`config.mk`:
```
export PLATFORM = sky130hd
export DESIGN_NAME = modem_response_recognizer_top
export DESIGN_NICKNAME = d
export VERILOG_FILES = /design/src/rtl/core/mrr_pkg.sv /design/src/rtl/core/mrr_matcher.sv /design/src/rtl/core/mrr_capture_buf.sv /design/src/rtl/core/modem_response_recognizer_top.sv
export VERILOG_INCLUDE_DIRS = /design/src /design/src/rtl/core
export SDC_FILE = /design/constraint.sdc
export NUM_CORES = 1
export LEC_CHECK = 0
export BUFFER_PORTS_ARGS = -buffer_cell sky130_fd_sc_hd__buf_2
export CORE_MARGIN = 2
export CORE_UTILIZATION = 50
export DETAILED_ROUTE_END_ITERATION = 7
export PLACE_DENSITY = 0.71
export SYNTH_ARGS = -nofsm -noshare
export SYNTH_HDL_FRONTEND = slang
export SYNTH_SLANG_ARGS = --single-unit
export TNS_END_PERCENT = 30
```
`constraint.sdc`:
```
create_clock -name i_clk -period 5 [get_ports i_clk]
set_input_delay 0.25 -clock i_clk [delete_from_list [all_inputs] [get_ports i_clk]]
set_output_delay 0.25 -clock i_clk [all_outputs]
set_load 0.1 [all_outputs]
```
`src/rtl/core/modem_response_recognizer_top_assert.svh`:
```
// Assertion macros for the modem response recognizer.
`ifndef MODEM_RESPONSE_RECOGNIZER_TOP_ASSERT_SVH
`define MODEM_RESPONSE_RECOGNIZER_TOP_ASSERT_SVH
`ifndef SYNTHESIS
// Check a condition at every clock edge outside reset.
`define MRR_CHECK(lbl, expr) \
    lbl: assert property (@(posedge i_clk) disable iff (!i_rst_n) (expr)) \
        else $error("mrr check failed");
// Check that a condition implies another one at the same edge.
`define MRR_CHECK_IMPL(lbl, ante, cons) \
    lbl: assert property (@(posedge i_clk) disable iff (!i_rst_n) (ante) |-> (cons)) \
        else $error("mrr implication failed");
// Check that a condition implies another one at the next edge.
`define MRR_CHECK_NEXT(lbl, ante, cons) \
    lbl: assert property (@(posedge i_clk) disable iff (!i_rst_n) (ante) |=> (cons)) \
        else $error("mrr next-cycle check failed");
`else
`define MRR_CHECK(lbl, expr)
`define MRR_CHECK_IMPL(lbl, ante, cons)
`define MRR_CHECK_NEXT(lbl, ante, cons)
`endif
`endif

```
`src/rtl/core/mrr_pkg.sv`:
```
// Shared types and constants for the modem response recognizer.
`timescale 1ns / 1ps
package mrr_pkg;

    // Capture buffer geometry (depth must be even)
    localparam int BUF_DEPTH = 128;
    localparam int ADDR_W    = $clog2(BUF_DEPTH);
    localparam int BANK_W    = ADDR_W - 1;
    localparam int BANK_DEPTH = BUF_DEPTH / 2;

    // Field widths
    localparam int CMD_W   = 2;
    localparam int BYTE_W  = 8;
    localparam int IDX_W   = 7;
    localparam int FILL_W  = 7;

    // Commands
    typedef enum logic [CMD_W-1:0] {
        CMD_RX        = 2'd0,
        CMD_CLR_BUF   = 2'd1,
        CMD_CLR_FLAGS = 2'd2,
        CMD_READ      = 2'd3
    } t_cmd;

    // Matcher states
    typedef enum logic [3:0] {
        MS_IDLE = 4'd0,
        MS_O    = 4'd1,
        MS_E    = 4'd2,
        MS_ER   = 4'd3,
        MS_ERR  = 4'd4,
        MS_ERRO = 4'd5,
        MS_R    = 4'd6,
        MS_RI   = 4'd7,
        MS_RIN  = 4'd8
    } t_match_state;

    // Sticky status flags
    typedef struct packed {
        logic prompt;
        logic ring;
        logic error;
        logic ok;
    } t_flags;

    // Characters the matcher looks for
    localparam logic [BYTE_W-1:0] CH_O      = 8'h4F;
    localparam logic [BYTE_W-1:0] CH_K      = 8'h4B;
    localparam logic [BYTE_W-1:0] CH_E      = 8'h45;
    localparam logic [BYTE_W-1:0] CH_R      = 8'h52;
    localparam logic [BYTE_W-1:0] CH_I      = 8'h49;
    localparam logic [BYTE_W-1:0] CH_N      = 8'h4E;
    localparam logic [BYTE_W-1:0] CH_G      = 8'h47;
    localparam logic [BYTE_W-1:0] CH_PROMPT = 8'h3E;

endpackage

```
`src/rtl/core/mrr_matcher.sv`:
```
// Response matcher: state register and sticky flags for OK, ERROR, RING and prompt.
`timescale 1ns / 1ps
module mrr_matcher (
    input  logic                       i_clk,
    input  logic                       i_rst_n,
    input  logic                       i_step,
    input  logic                       i_clr_flags,
    input  logic [mrr_pkg::BYTE_W-1:0] i_byte,
    output mrr_pkg::t_flags            o_flags_nxt
);

    mrr_pkg::t_match_state r_state;
    mrr_pkg::t_match_state n_state;
    mrr_pkg::t_flags       r_flags;
    mrr_pkg::t_flags       n_flags;

    // Hold state and flags
    always_ff @(posedge i_clk) begin
        if (!i_rst_n) begin
            r_state <= mrr_pkg::MS_IDLE;
            r_flags <= '0;
        end else begin
            r_state <= n_state;
            r_flags <= n_flags;
        end
    end

    // Advance the matcher by one byte; a mismatch drops back to idle untested
    always_comb begin
        n_state = r_state;
        n_flags = r_flags;
        if (i_clr_flags) begin
            n_flags = '0;
        end else if (i_step) begin
            n_state = mrr_pkg::MS_IDLE;
            case (r_state)
                mrr_pkg::MS_IDLE: begin
                    if (i_byte == mrr_pkg::CH_O) n_state = mrr_pkg::MS_O;
                    else if (i_byte == mrr_pkg::CH_E) n_state = mrr_pkg::MS_E;
                    else if (i_byte == mrr_pkg::CH_R) n_state = mrr_pkg::MS_R;
                    else if (i_byte == mrr_pkg::CH_PROMPT) n_flags.prompt = 1'b1;
                end
                mrr_pkg::MS_O: begin
                    if (i_byte == mrr_pkg::CH_K) n_flags.ok = 1'b1;
                end
                mrr_pkg::MS_E: begin
                    if (i_byte == mrr_pkg::CH_R) n_state = mrr_pkg::MS_ER;
                end
                mrr_pkg::MS_ER: begin
                    if (i_byte == mrr_pkg::CH_R) n_state = mrr_pkg::MS_ERR;
                end
                mrr_pkg::MS_ERR: begin
                    if (i_byte == mrr_pkg::CH_O) n_state = mrr_pkg::MS_ERRO;
                end
                mrr_pkg::MS_ERRO: begin
                    if (i_byte == mrr_pkg::CH_R) n_flags.error = 1'b1;
                end
                mrr_pkg::MS_R: begin
                    if (i_byte == mrr_pkg::CH_I) n_state = mrr_pkg::MS_RI;
                end
                mrr_pkg::MS_RI: begin
                    if (i_byte == mrr_pkg::CH_N) n_state = mrr_pkg::MS_RIN;
                end
                mrr_pkg::MS_RIN: begin
                    if (i_byte == mrr_pkg::CH_G) n_flags.ring = 1'b1;
                end
                default: begin
                    n_state = mrr_pkg::MS_IDLE;
                end
            endcase
        end
    end

    assign o_flags_nxt = n_flags;

endmodule

```
`src/rtl/core/mrr_capture_buf.sv`:
```
// Capture buffer: even and odd banks so a byte and its terminator land together.
`timescale 1ns / 1ps
module mrr_capture_buf (
    input  logic                       i_clk,
    input  logic                       i_wr_en,
    input  logic [mrr_pkg::ADDR_W-1:0] i_wr_ptr,
    input  logic [mrr_pkg::BYTE_W-1:0] i_wr_byte,
    input  logic                       i_clr,
    input  logic                       i_rd_en,
    input  logic [mrr_pkg::ADDR_W-1:0] i_rd_addr,
    output logic [mrr_pkg::BYTE_W-1:0] o_rd_data
);

    logic [mrr_pkg::BYTE_W-1:0] bank_even [mrr_pkg::BANK_DEPTH];
    logic [mrr_pkg::BYTE_W-1:0] bank_odd  [mrr_pkg::BANK_DEPTH];

    logic [mrr_pkg::ADDR_W-1:0] ptr_inc;
    logic                       even_we;
    logic [mrr_pkg::BANK_W-1:0] even_addr;
    logic [mrr_pkg::BYTE_W-1:0] even_data;
    logic                       odd_we;
    logic [mrr_pkg::BANK_W-1:0] odd_addr;
    logic [mrr_pkg::BYTE_W-1:0] odd_data;
    logic [mrr_pkg::BYTE_W-1:0] r_rd_even;
    logic [mrr_pkg::BYTE_W-1:0] r_rd_odd;
    logic                       r_rd_par;

    assign ptr_inc = i_wr_ptr + mrr_pkg::ADDR_W'(1);

    // Route the byte to its bank and the terminator to the other one
    always_comb begin
        even_we   = 1'b0;
        even_addr = '0;
        even_data = '0;
        odd_we    = 1'b0;
        odd_addr  = '0;
        odd_data  = '0;
        if (i_wr_en) begin
            even_we = 1'b1;
            odd_we  = 1'b1;
            if (i_wr_ptr[0]) begin
                odd_addr  = i_wr_ptr[mrr_pkg::ADDR_W-1:1];
                odd_data  = i_wr_byte;
                even_addr = ptr_inc[mrr_pkg::ADDR_W-1:1];
            end else begin
                even_addr = i_wr_ptr[mrr_pkg::ADDR_W-1:1];
                even_data = i_wr_byte;
                odd_addr  = ptr_inc[mrr_pkg::ADDR_W-1:1];
            end
        end else if (i_clr) begin
            // terminator at entry zero
            even_we = 1'b1;
        end
    end

    // Write the banks
    always_ff @(posedge i_clk) begin
        if (even_we) bank_even[even_addr] <= even_data;
        if (odd_we) bank_odd[odd_addr] <= odd_data;
    end

    // Register the read of both banks
    always_ff @(posedge i_clk) begin
        if (i_rd_en) begin
            r_rd_even <= bank_even[i_rd_addr[mrr_pkg::ADDR_W-1:1]];
            r_rd_odd  <= bank_odd[i_rd_addr[mrr_pkg::ADDR_W-1:1]];
            r_rd_par  <= i_rd_addr[0];
        end
    end

    assign o_rd_data = r_rd_par ? r_rd_odd : r_rd_even;

endmodule

```
`src/rtl/core/modem_response_recognizer_top.sv`:
```
// Modem response recognizer: input register, matcher, capture buffer and result register.
// Usage:
//   Input channel i_valid / o_stall carries one beat per command: receive a byte,
//   clear the capture buffer, clear the sticky flags, or read one buffer entry.
//   A beat is taken at a rising edge with i_valid high and o_stall low.
//   Output channel o_valid / i_stall returns one beat per input beat, in order,
//   with the four sticky flags, the fill level, the drop indication and read data.
// Path: a taken beat passes the input register, then the result register, which
//   loads it once the output side is free (one input register, one result register).
// Throughput: one beat per cycle while i_stall does not hold a result; matcher step,
//   buffer write and buffer read all finish between the input and result registers.
// Buffer: two banks (even and odd entries) of BUF_DEPTH/2 bytes each, so a byte
//   and its zero terminator are written in the same cycle.
// Reset: synchronous, active low; clears the matcher, flags, fill level and both
//   valid bits. Buffer contents are left as they are.
// Stall: while i_stall holds a result, the result register and the input register
//   hold; o_stall rises only when the input register is full and cannot move.
`timescale 1ns / 1ps
`include "modem_response_recognizer_top_assert.svh"
module modem_response_recognizer_top (
    input  logic                       i_clk,
    input  logic                       i_rst_n,
    input  logic                       i_valid,
    output logic                       o_stall,
    input  logic [mrr_pkg::CMD_W-1:0]  i_command,
    input  logic [mrr_pkg::BYTE_W-1:0] i_rx_byte,
    input  logic [mrr_pkg::IDX_W-1:0]  i_read_index,
    output logic                       o_valid,
    input  logic                       i_stall,
    output logic                       o_ok_seen,
    output logic                       o_error_seen,
    output logic                       o_ring_seen,
    output logic                       o_prompt_seen,
    output logic [mrr_pkg::FILL_W-1:0] o_fill_level,
    output logic                       o_byte_dropped,
    output logic [mrr_pkg::BYTE_W-1:0] o_read_data
);

    localparam int IDX_WIDE_W  = mrr_pkg::ADDR_W + mrr_pkg::IDX_W;
    localparam int FILL_WIDE_W = mrr_pkg::ADDR_W + mrr_pkg::FILL_W;

    // Input register
    logic                       r_in_valid;
    mrr_pkg::t_cmd              r_in_cmd;
    logic [mrr_pkg::BYTE_W-1:0] r_in_byte;
    logic [mrr_pkg::IDX_W-1:0]  r_in_idx;

    // Buffer pointer and result register
    logic [mrr_pkg::ADDR_W-1:0] r_wp;
    logic [mrr_pkg::ADDR_W-1:0] n_wp;
    logic                       r_out_valid;
    mrr_pkg::t_cmd              r_out_cmd;
    mrr_pkg::t_flags            r_out_flags;
    logic                       r_out_dropped;
    logic                       r_out_rd_sel;

    logic                       adv;
    logic                       take_in;
    logic                       work;
    logic                       has_room;
    logic                       rx_ok;
    logic                       rx_drop;
    logic                       clr_buf;
    logic                       clr_flags;
    logic                       rd_cmd;
    logic [IDX_WIDE_W-1:0]      idx_wide;
    logic                       idx_in_range;
    logic [FILL_WIDE_W-1:0]     fill_wide;
    mrr_pkg::t_flags            flags_nxt;
    logic [mrr_pkg::BYTE_W-1:0] buf_rd_data;

    // Handshake: the pipe moves when the result register is free or drained
    assign adv     = !r_out_valid || !i_stall;
    assign o_stall = r_in_valid && !adv;
    assign take_in = i_valid && !o_stall;
    assign work    = r_in_valid && adv;

    // Decode the held command
    assign has_room  = r_wp < mrr_pkg::ADDR_W'(mrr_pkg::BUF_DEPTH - 1);
    assign rx_ok     = work && (r_in_cmd == mrr_pkg::CMD_RX) && has_room;
    assign rx_drop   = (r_in_cmd == mrr_pkg::CMD_RX) && !has_room;
    assign clr_buf   = work && (r_in_cmd == mrr_pkg::CMD_CLR_BUF);
    assign clr_flags = work && (r_in_cmd == mrr_pkg::CMD_CLR_FLAGS);
    assign rd_cmd    = r_in_cmd == mrr_pkg::CMD_READ;

    assign idx_wide     = {mrr_pkg::ADDR_W'(0), r_in_idx};
    assign idx_in_range = idx_wide < IDX_WIDE_W'(mrr_pkg::BUF_DEPTH);

    // Capture the input beat
    always_ff @(posedge i_clk) begin
        if (!i_rst_n) begin
            r_in_valid <= 1'b0;
        end else if (adv || !r_in_valid) begin
            r_in_valid <= take_in;
        end
        if (take_in) begin
            r_in_cmd  <= mrr_pkg::t_cmd'(i_command);
            r_in_byte <= i_rx_byte;
            r_in_idx  <= i_read_index;
        end
    end

    // Advance the write pointer
    always_comb begin
        n_wp = r_wp;
        if (rx_ok) begin
            n_wp = r_wp + mrr_pkg::ADDR_W'(1);
        end else if (clr_buf) begin
            n_wp = '0;
        end
    end

    always_ff @(posedge i_clk) begin
        if (!i_rst_n) begin
            r_wp <= '0;
        end else begin
            r_wp <= n_wp;
        end
    end

    mrr_matcher u_matcher (
        .i_clk       (i_clk),
        .i_rst_n     (i_rst_n),
        .i_step      (rx_ok),
        .i_clr_flags (clr_flags),
        .i_byte      (r_in_byte),
        .o_flags_nxt (flags_nxt)
    );

    mrr_capture_buf u_buf (
        .i_clk     (i_clk),
        .i_wr_en   (rx_ok),
        .i_wr_ptr  (r_wp),
        .i_wr_byte (r_in_byte),
        .i_clr     (clr_buf),
        .i_rd_en   (work && rd_cmd),
        .i_rd_addr (idx_wide[mrr_pkg::ADDR_W-1:0]),
        .o_rd_data (buf_rd_data)
    );

    // Load the result beat
    always_ff @(posedge i_clk) begin
        if (!i_rst_n) begin
            r_out_valid <= 1'b0;
        end else if (adv) begin
            r_out_valid <= r_in_valid;
        end
        if (work) begin
            r_out_cmd     <= r_in_cmd;
            r_out_flags   <= flags_nxt;
            r_out_dropped <= rx_drop;
            r_out_rd_sel  <= rd_cmd && idx_in_range;
        end
    end

    // Drive the result ports; fill level follows the pointer, which holds with the beat
    assign fill_wide      = {mrr_pkg::FILL_W'(0), r_wp};
    assign o_valid        = r_out_valid;
    assign o_ok_seen      = r_out_flags.ok;
    assign o_error_seen   = r_out_flags.error;
    assign o_ring_seen    = r_out_flags.ring;
    assign o_prompt_seen  = r_out_flags.prompt;
    assign o_fill_level   = fill_wide[mrr_pkg::FILL_W-1:0];
    assign o_byte_dropped = r_out_dropped;
    assign o_read_data    = r_out_rd_sel ? buf_rd_data : '0;

    // Pointer never passes the last buffer entry, which takes the terminator when full
    `MRR_CHECK(a_wp_range, r_wp <= mrr_pkg::ADDR_W'(mrr_pkg::BUF_DEPTH - 1))
    // A dropped byte only happens on a full buffer
    `MRR_CHECK_IMPL(a_drop_full, o_valid && o_byte_dropped, r_wp == mrr_pkg::ADDR_W'(mrr_pkg::BUF_DEPTH - 1))
    // A clear-buffer result reports an empty buffer
    `MRR_CHECK_IMPL(a_clr_empty, o_valid && r_out_cmd == mrr_pkg::CMD_CLR_BUF, o_fill_level == '0)
    // A stalled result keeps the pointer still
    `MRR_CHECK_NEXT(a_stall_hold, o_valid && i_stall && i_rst_n, $stable(r_wp))

endmodule

```
## Word-level counts from Yosys, hierarchy flattened

Memories as Yosys holds them, arrays and structs flattened. A register that Yosys moved wholly into a read port is not among the register bits.
Cells that the tools add are included.

- Register bits: 41
- Memories kept: 2
- Logic and storage cells: 106
- Output and inout bits: 22
- Bits of input ports: 21
- RAM bits: 1024

Memory list:

| name | depth | bits a word | rd ports | clocked after Yosys merged registers in | write ports | RTL line | text |
|---|---|---|---|---|---|---|---|
| u_buf.bank_even | 64 | 8 | 1 | 1 | 1 | mrr_capture_buf.sv:14 | `logic [mrr_pkg::BYTE_W-1:0] bank_even [mrr_pkg::BANK_DEPTH];` |
| u_buf.bank_odd | 64 | 8 | 1 | 1 | 1 | mrr_capture_buf.sv:15 | `logic [mrr_pkg::BYTE_W-1:0] bank_odd [mrr_pkg::BANK_DEPTH];` |

- Bitwise logic cells: 1
- Add/sub/neg operators: 1
- $lt $le $gt $ge: 2
- Equality and inequality tests: 19
- Reductions and logical operators: 22
- Muxes and demuxes: 41

Operator list:

| operator | number |
|---|---|
| $eq 8x7->1 const B | 7 |
| $mux 8 | 6 |
| $mux 6 | 4 |
| $pmux 4 s6 | 1 |
| $mux 4 | 5 |
| $mux 1 | 18 |
| $eq 4x3->1 const B | 4 |
| $mux 7 | 2 |
| $mux 3 | 4 |
| $logic_and 1x1->1 | 10 |
| $eq 4x2->1 const B | 2 |
| $eq 8x6->1 const B | 1 |
| $lt 7x8->1 const B | 1 |
| $add 7x1->7 const B | 1 |
| $lt 7x7->1 const B | 1 |
| $logic_not 1->1 | 6 |
| $eq 2x2->1 const B | 2 |
| $eq 4x1->1 const B | 1 |
| $eq 4x4->1 const B | 1 |
| $logic_not 4->1 | 1 |
| $eq 2x1->1 const B | 1 |
| $logic_not 2->1 | 1 |
| $logic_or 1x1->1 | 2 |
| $mux 2 | 1 |
| 3 further kinds | 3 |

## Longest topological paths before layout

Gate-level depths: netlist (run 1).

- Depth after elaboration: 8
- Depth in mapped cells: 10
- Depth with buffers taken out: 7

## Cells and area by module

Synthesis (run 1) repeated with hierarchy kept, for this count alone.

- Cell total of the unflattened synthesis: 2067
- Area total of the unflattened synthesis: 42418.2 um2

By module, submodules not included:

| module | area each (um2) | cells each | instances |
|---|---|---|---|
| mrr_capture_buf | 40546.4 | 1892 | 1 |
| modem_response_recognizer_top | 1295.0 | 99 | 1 |
| mrr_matcher | 576.8 | 76 | 1 |

## Worst setup path after synthesis (run 1)

No wires, ideal clock.

- Path type: reg2reg
- From: register r_wp (netlist bit o_fill_level[0])
- To: memory u_buf.bank_odd[20][0] (netlist bit), enable pin
- Slack: 1.523 ns
- Cell stages (with the launch flop): 9
- Arrival time: 3.094 ns
- Data required time: 4.617 ns
- Setup time: 0.383 ns
- Cells stage by stage: dfxtp_1 -> clkbuf_1 -> clkbuf_1 -> inv_1 -> clkbuf_1 -> ha_1 -> nor3_1 -> nand3_1 -> nor3_1

- Word-level cells in the longest chain between the ends: 5
- Elaborated cells between the ends (all ways): 8
- Classes of those cells: 1 x add/sub; 1 x order compare; 5 x mux; 1 x reduce/logical

Ends and longest elaborated chain:

| element | RTL line | text |
|---|---|---|
| start, declared | modem_response_recognizer_top.sv:49 | `logic [mrr_pkg::ADDR_W-1:0] r_wp;` |
| start signal, assigned | modem_response_recognizer_top.sv:117 | `r_wp <= n_wp;` |
| $lt 7x7->1 | modem_response_recognizer_top.sv:79 | `assign has_room = r_wp < mrr_pkg::ADDR_W'(mrr_pkg::BUF_DEPTH - 1);` |
| $logic_and 1x1->1 | modem_response_recognizer_top.sv:80 | `assign rx_ok = work && (r_in_cmd == mrr_pkg::CMD_RX) && has_room;` |
| $mux 1 | mrr_capture_buf.sv:38 | `if (i_wr_en) begin` |
| $mux 1 | mrr_capture_buf.sv:59 | `if (odd_we) bank_odd[odd_addr] <= odd_data;` |
| $mux 1 (not written as such) | mrr_capture_buf.sv:59 |  |
| end, declared | mrr_capture_buf.sv:15 |  |

Parallel ways exist; a longest one is shown, timed or not.

## Worst setup path in the final report (run 1)

- From: register r_wp (netlist bit o_fill_level[0])
- To: memory u_buf.bank_odd[43][3] (netlist bit), enable pin

The elaborated chain is that of the path after synthesis.

==> results by group, run 1 <==
Logic synthesis
  • Sequential cell area fraction in the yosys report: 76.4%
  • Post-synth top flop: edfxtp_1
  • Mapped cell area: 42300 µm²
  • Number of distinct library cells after synthesis: 67
  • Fraction of registers with async set/reset: 0%
  • Syn_nets: 2076
  • Post-synthesis cell count: 2053
  • Yosys warns: 0
  • Avg Synthesized Cell Area: 20.6 µm²
  • Seq cells post-synth: 1081
  • Number of enable flip-flop cells after synthesis: 1064

Power
  • Comb pwr share: ~3.2%
  • Post-route total power: 18.3 mW
  • Net Sw Frac: 20.3%
  • Net Sw Power: 3.72 mW
  • Lkg Pwr: between 15 and 20 nW
  • Peak VDD IR: 0.265 mV
  • Pint: 14.6 mW
  • Clk network pwr share: 43.0%
  • Seq pwr share: 53.9%
  • Cell Pwr Density: roughly 380 nW/µm²

STA
  • Final slew viol count: 0
  • Final setup vio count: 0
  • Clk_skew: 0.0271 ns
  • Setup TNS: 0 ns
  • Fin worst setup slack: 1.19 ns
  • Final worst-path cycle share: between 70% and 80%
  • Fin crit period: 3.81 ns
  • Hold violation total from the final report: 0
  • RSZ-0062 raised after global routing: false
  • Worst Tran Pin Value: 1.22 ns
  • Fmax: 0.262 GHz
  • Max-slew headroom: between 10% and 20%

GRT
  • Vias in the first global route: 21200
  • Global route overflow: 0
  • Pin count of the biggest net entering global routing: 80
  • Antenna violations before repair: 3
  • Total track usage: 22.3%
  • First-pass GRT wire length: about 140000 µm

Cells and area
  • Area grow syn2layout: 12.7%
  • Layout cell share with drive strength beyond 1: 25.5%
  • ANT cells: 0
  • Net total in the final layout: 2198
  • Final Instance Area: 47600 µm²

Placement
  • Detailed placer's ending HPWL: 58900 µm
  • # port buffers: 42
  • Gpl congestion: 0.887
  • Cell Area, Placed: 44000 µm²
  • Post-placement setup slack: 1.28 ns

Critical path
  • Reg2Reg Setup Slack: 1.19 ns
  • Reg-to-Reg Start: o_fill_level[0]
  • Crit Path Max Fanout: 24
  • WP data required: 5.27 ns
  • Critical path capture point: u_buf.bank_odd[43][3]
  • Setup crit end kind: flop
  • Startpoint Class: flop
  • Critical path class: flop to flop
  • Worst R2R End: u_buf.bank_odd[43][3]
  • Worst Setup SP: o_fill_level[0]
  • FF-to-FF path depth: 6
  • WP data arrival: 4.08 ns

Floorplan
  • Row Count: ~110
  • Die H: 295 µm
  • Placeable Area: 83700 µm²
  • Initial Util: 50.5%
  • IO Count: 43
  • Die Wd: 295 µm
  • Die area: around 87000 µm²

Drt
  • Vias: about 21000
  • Routed wire per std cell: 28.2 µm
  • DR DRC count: 0
  • ANT nets after route: 0
  • DRT iter0 DRCs: 2614
  • Drt first pass iters: 7
  • Vias per cell: between 6 and 7
  • Final wirelength: 95800 µm

Clock tree
  • Clk_lat worst skew: 0.66 ns
  • Htree depth: 3
  • Clk buf depth: 3
  • Root Buffer: clkbuf_16
  • CTS tree: built
  • Clock transition at path regs: 0.06 ns
  • CTS Buf Count: 100
  • Sink Count: 1081

Run status
  • Status: complete, no violations

Worst hold path
  • Path category of the worst min-delay check: input port to flop

Run
  • Max-cap violations: 0
[metal layers]
metal	vias up	global-route usage (%)	part of all wire, %
li1	8855	-	-
met5	-	0	0.017
met4	2	7.25	2.8
met3	167	4.23	9.4
met2	1174	34.4	47
met1	11100	32.5	41
[how the worst min path moves through the flow]
stage	from	endpoint	cells after the start
finish	i_rx_byte[6]	r_in_byte[6]	2
global route	i_rx_byte[6]	r_in_byte[6]	2
CTS	i_rx_byte[6]	r_in_byte[6]	2
detailed placement	r_in_idx[0]	u_buf.r_rd_par	0
global placement	r_in_idx[0]	u_buf.r_rd_par	0
floorplan	i_rx_byte[0]	r_in_byte[0]	0
[registers in the layout, summed over array words and instances (netlist names), 2 cells and up]
signal	cells
u_buf.bank_even	512
u_buf.bank_odd	512
r_in_byte	8
u_buf.r_rd_even	8
u_buf.r_rd_odd	8
o_fill_level	7
r_in_idx	7
u_matcher.r_flags	4
u_matcher.r_state	4
r_in_cmd	2
[synthesized netlist by cell type (all sizes together) (3+ instances only)]
library cell	n	area, µm²
mux4	242	5450
o211a	13	130
a211o	16	140
mux2i	51	510
edfxtp	1064	32000
a21oi	14	70.1
and3	20	125
inv	7	26.3
o211ai	5	37.5
dfxtp	17	340
xor2	4	35.0
nor2	126	495
nand3b	3	22.5
a22oi	9	67.6
and4	3	26.3
nor3b	3	22.5
nor3	50	278
o2111ai	4	35.0
buf	72	438
mux2	17	191
or3	3	18.8
and2	4	25.0
nand3	20	105
or4	16	120
nor4	4	25.0
nor2b	13	81.3
a22o	13	114
nand2	34	128
o22ai	88	551
nand4	10	68.8
o21ai	18	90.1
nand2b	5	31.3
a21o	3	22.5
a211oi	5	37.5
clkbuf	47	178
[placed cells by master, fill, tap and decap left out, drive strengths merged, types with 4 or more instances in the layout]
master and n:
buf 119, nand2b 5, nand3 20, mux2 17, a211o 16, a211oi 5
nand4 10, mux2i 51, a22oi 9, nor2b 13, clkinvlp 13, xor2 4
clkbuf 109, nor2 126, edfxtp 1064, nor3 50, o21ai 18, o2111ai 4
mux4 242, dlygate4sd3 20, o211a 13, dfxtp 17, nand2 34, or4 16
a22o 13, o22ai 88, o211ai 5, inv 12, nor4 4, clkinv 45
a21oi 14, and3 20, bufinv 15, and2 4
[power groups by stage]
stage / registers, mW / logic (mW) / clock network [mW]
CTS: 9.87 / 0.579 / 7.95
detailed placement: 10.1 / 0.563 / 0
finish: 9.87 / 0.579 / 7.87
floorplan: 10.1 / 0.386 / 0
global placement: 10.1 / 0.556 / 0
global route: 9.87 / 0.608 / 8.32
[through the flow]
stage	std cells	utilization, %	hold WS, ns
after detailed placement	3187	52.6	0.405
after CTS	3394	56.9	0.270
final	3394	56.9	0.307
after floorplan	2053	-	0.349
after global routing	3394	56.9	0.291
after global placement	3187	52.6	0.407
[cells by family (layout without fill, tap and decap cells)]
| family | after synthesis | after routing | share of synthesized area (%) |
|---|---|---|---|
| flip-flops | 1081 | 1081 | 76.4 |
| AND/OR/NAND/NOR | 324 | 324 | 3.93 |
| multiplexers | 310 | 310 | 14.6 |
| AO/OA/AOI/OAI | 204 | 204 | 3.40 |
| buffers and inverters | 126 | 333 | 1.52 |
| XOR/XNOR | 6 | 6 | 0.124 |
| adder cells (fa/ha/maj) | 2 | 2 | 0.0592 |
[critical path: stages, from the launching register on]
cell,delay [ns]
dfxtp_1,0.74
ha_1,0.54
nand4b_1,0.22
xnor2_1,0.36
nand3_1,0.31
a211o_1,0.58
nor2_1,0.67
[cell type report]
type,count,area (µm²)
Sequential cell,1081,32300
Timing Repair Buffer,139,1090
Multi-Input combinational cell,846,9360
Clock buffer,109,2590
Clock inverter,78,835
Inverter,7,26.3
Tap cell,1134,1420
Fill cell,5990,36100
[timing repair]
item,in CTS,in global routing
buffers inserted,0,0
resized for setup,0,0
hold buffers,20,0
hold endpoints to repair,25,0
Power figures use the tool's default switching activity.
==> run 2, diff against run 1 <==
PLACE_DENSITY = 0.74   (was 0.71)
clock period = 3.05 ns   (was 5 ns; I/O delays follow)
==> run 2 against run 1 <==
Compared with the run above:
- first-iteration DRC count up 7.1%
- register-to-register slack got worse by 1.1 ns
- count of clock-buffer cells in the layout grew 6
- sequential power increased by 64%
- clock skew fell by 0.0023 ns
- worst hold slack got worse by 0.13 ns
- total power up 61%
- non-clock buffer count up 144
- critical endpoint is now u_buf.r_rd_even[3]
- highest routed layer unchanged
==> results by group, run 2 (synthesized netlist as in run 1, its figures left out) <==
Floorplan
  • Row Count: 106 (unchanged)
  • Placeable Area: 83700 µm² (unchanged)
  • Die Wd: 295 µm (unchanged)
  • Die H: 295 µm (unchanged)
  • Initial Util: 50.5% (unchanged)
  • IO Count: 43 (unchanged)
  • Die area: 86900 µm² (unchanged)

STA
  • Final worst-path cycle share: 96.3% (+20 points)
  • RSZ-0062 raised after global routing: true
  • Final setup vio count: 0 (unchanged)
  • Worst Tran Pin Value: 0.853 ns (-0.366 ns)
  • Fmax: 0.341 GHz (+30%)
  • Hold violation total from the final report: 0 (unchanged)
  • Fin crit period: 2.94 ns (-0.878 ns)
  • Max-slew headroom: 43.1% (+25 points)
  • Final slew viol count: 0 (unchanged)
  • Setup TNS: 0 ns (unchanged)
  • Clk_skew: 0.0248 ns (-0.00226 ns)

Power
  • Peak VDD IR: 0.437 mV (+64%)
  • Post-route total power: 29.4 mW (+61%)
  • Cell Pwr Density: 603 nW/µm² (+57%)
  • Lkg Pwr: 16.0 nW (+5.1%)

Drt
  • Routed wire per std cell: 27.5 µm (-2.7%)
  • Vias per cell: 6.15 (-2.2%)
  • Met2 WL: 47300 µm (+4.9%)
  • Met1 Wirelength: 37800 µm (-2.9%)
  • DRT iter0 DRCs: 2800 (+7.1%)
  • DR DRC count: 0 (unchanged)
  • Drt first pass iters: 5 (-2)
  • Max Used Layer: met5
  • Met3 WL: 9100 µm (+0.89%)
  • Vias: 21700 (+1.8%)
  • ANT nets after route: 0 (unchanged)
  • Final wirelength: 97000 µm (+1.2%)

Clock tree
  • Clk buf depth: 3 (unchanged)
  • Post-CTS Repair Setup Buffers: 0 (unchanged)
  • Clk_lat worst skew: 0.67 ns (about the same)
  • Sink Count: 1081 (unchanged)
  • CTS Buf Count: 100 (unchanged)
  • CTS tree: built
  • Root Buffer: clkbuf_16
  • Htree depth: 3 (unchanged)
  • Clock transition at path regs: 0.06 ns (about the same)

Placement
  • Gpl congestion: 0.906 (+2.1%)
  • Cell Area, Placed: 45400 µm² (+3.1%)
  • Detailed placer's ending HPWL: 60500 µm (+2.6%)
  • # port buffers: 42 (unchanged)

GRT
  • Antenna violations before repair: 3 (unchanged)
  • Pin count of the biggest net entering global routing: 65 (-19%)
  • First-pass GRT wire length: 144000 µm (+1.4%)
  • Global route overflow: 0 (unchanged)
  • Vias in the first global route: 22300 (+5.0%)
  • Total track usage: 22.7% (+0.34 points)

Cells and area
  • Fillers: 5863 (-2.1%)
  • Commonest non-fill, non-tap cell in the layout: edfxtp_1
  • Layout cell share with drive strength beyond 1: 30.0% (+4.5 points)
  • Most frequent cells in the layout: edfxtp_1, mux4_2, buf_4, nor2_1, clkbuf_16
  • Register area: 32300 µm² (about the same)
  • Net total in the final layout: 2342 (+6.6%)
  • Final Instance Area: 48800 µm² (+2.5%)
  • Area grow syn2layout: 15.4%
  • Multi-input gate area: 9420 µm² (+0.61%)
  • Biggest regs: u_buf.bank_even x512, u_buf.bank_odd x512

Critical path
  • WP data arrival: 3.39 ns (-0.69 ns)
  • WP data required: 3.51 ns (-1.76 ns)
  • Startpoint Class: flop
  • Critical path class: flop to flop
  • Setup crit end kind: flop
  • Crit Path Max Fanout: 39 (+63%)

Worst hold path
  • Path category of the worst min-delay check: input port to flop

Run
  • Max-cap violations: 0 (unchanged)

Run status
  • Status: complete, no violations
run 2: layer usage:
layer,track usage [%],vias up
met4,7.25,6
met5,0,-
met2,36.6,1176
li1,-,9151
met1,31.4,11200
met3,4.43,181
run 2: cell type report:
cell class	count	share of cell area, %
Timing Repair Buffer	283	4.97
Tap cell	1134	2.91
Sequential cell	1081	66.2
Clock buffer	115	5.25
Multi-Input combinational cell	846	19.3
Antenna cell	1	0.00513
Clock inverter	65	1.31
Inverter	7	0.0539
run 2: repair_timing:
action / in CTS / in global routing
endpoints found under the setup margin: 0 / 25
gates resized for setup: 0 / 3
hold endpoints to repair: 25 / 0
hold buffers: 21 / 0
run 2: power by group:
group / switching (mW) / internal [mW]
sequential: 0.0366 / 16.1
combinational: 0.607 / 0.403
clock: 5.34 / 6.89
run 2: path summary, 6_finish.rpt:
kind                startpoint                  to  slack [ns]  depth (start not counted)
setup reg to reg   r_in_idx[5]  u_buf.r_rd_even[3]        0.11                          6
hold reg to reg    r_in_idx[0]      u_buf.r_rd_par        0.42                          0
setup / recovery   r_in_idx[5]  u_buf.r_rd_even[3]        0.11                          6
hold / removal    i_rx_byte[1]        r_in_byte[1]        0.18                          2
run 2: stage by stage:
| step | setup WS [ns] | instances | util (%) | hold WS (ns) |
|---|---|---|---|---|
| after detailed placement | 0.204 | 3330 | 54.2 | 0.331 |
| after floorplan | -0.178 | 2053 | - | 0.251 |
| after CTS | 0.169 | 3531 | 58.3 | 0.153 |
| after global routing | -0.0321 | 3531 | 58.3 | 0.192 |
| after global placement | 0.300 | 3330 | 54.2 | 0.331 |
| final | 0.114 | 3532 | 58.3 | 0.179 |
run 2: critical path: stages (launching register included):
cell,delay (ns)
edfxtp_1,0.60
buf_4,0.49
nand3b_1,0.55
o22ai_1,0.41
a211o_1,0.19
o21ai_0,0.12
o22ai_1,0.32
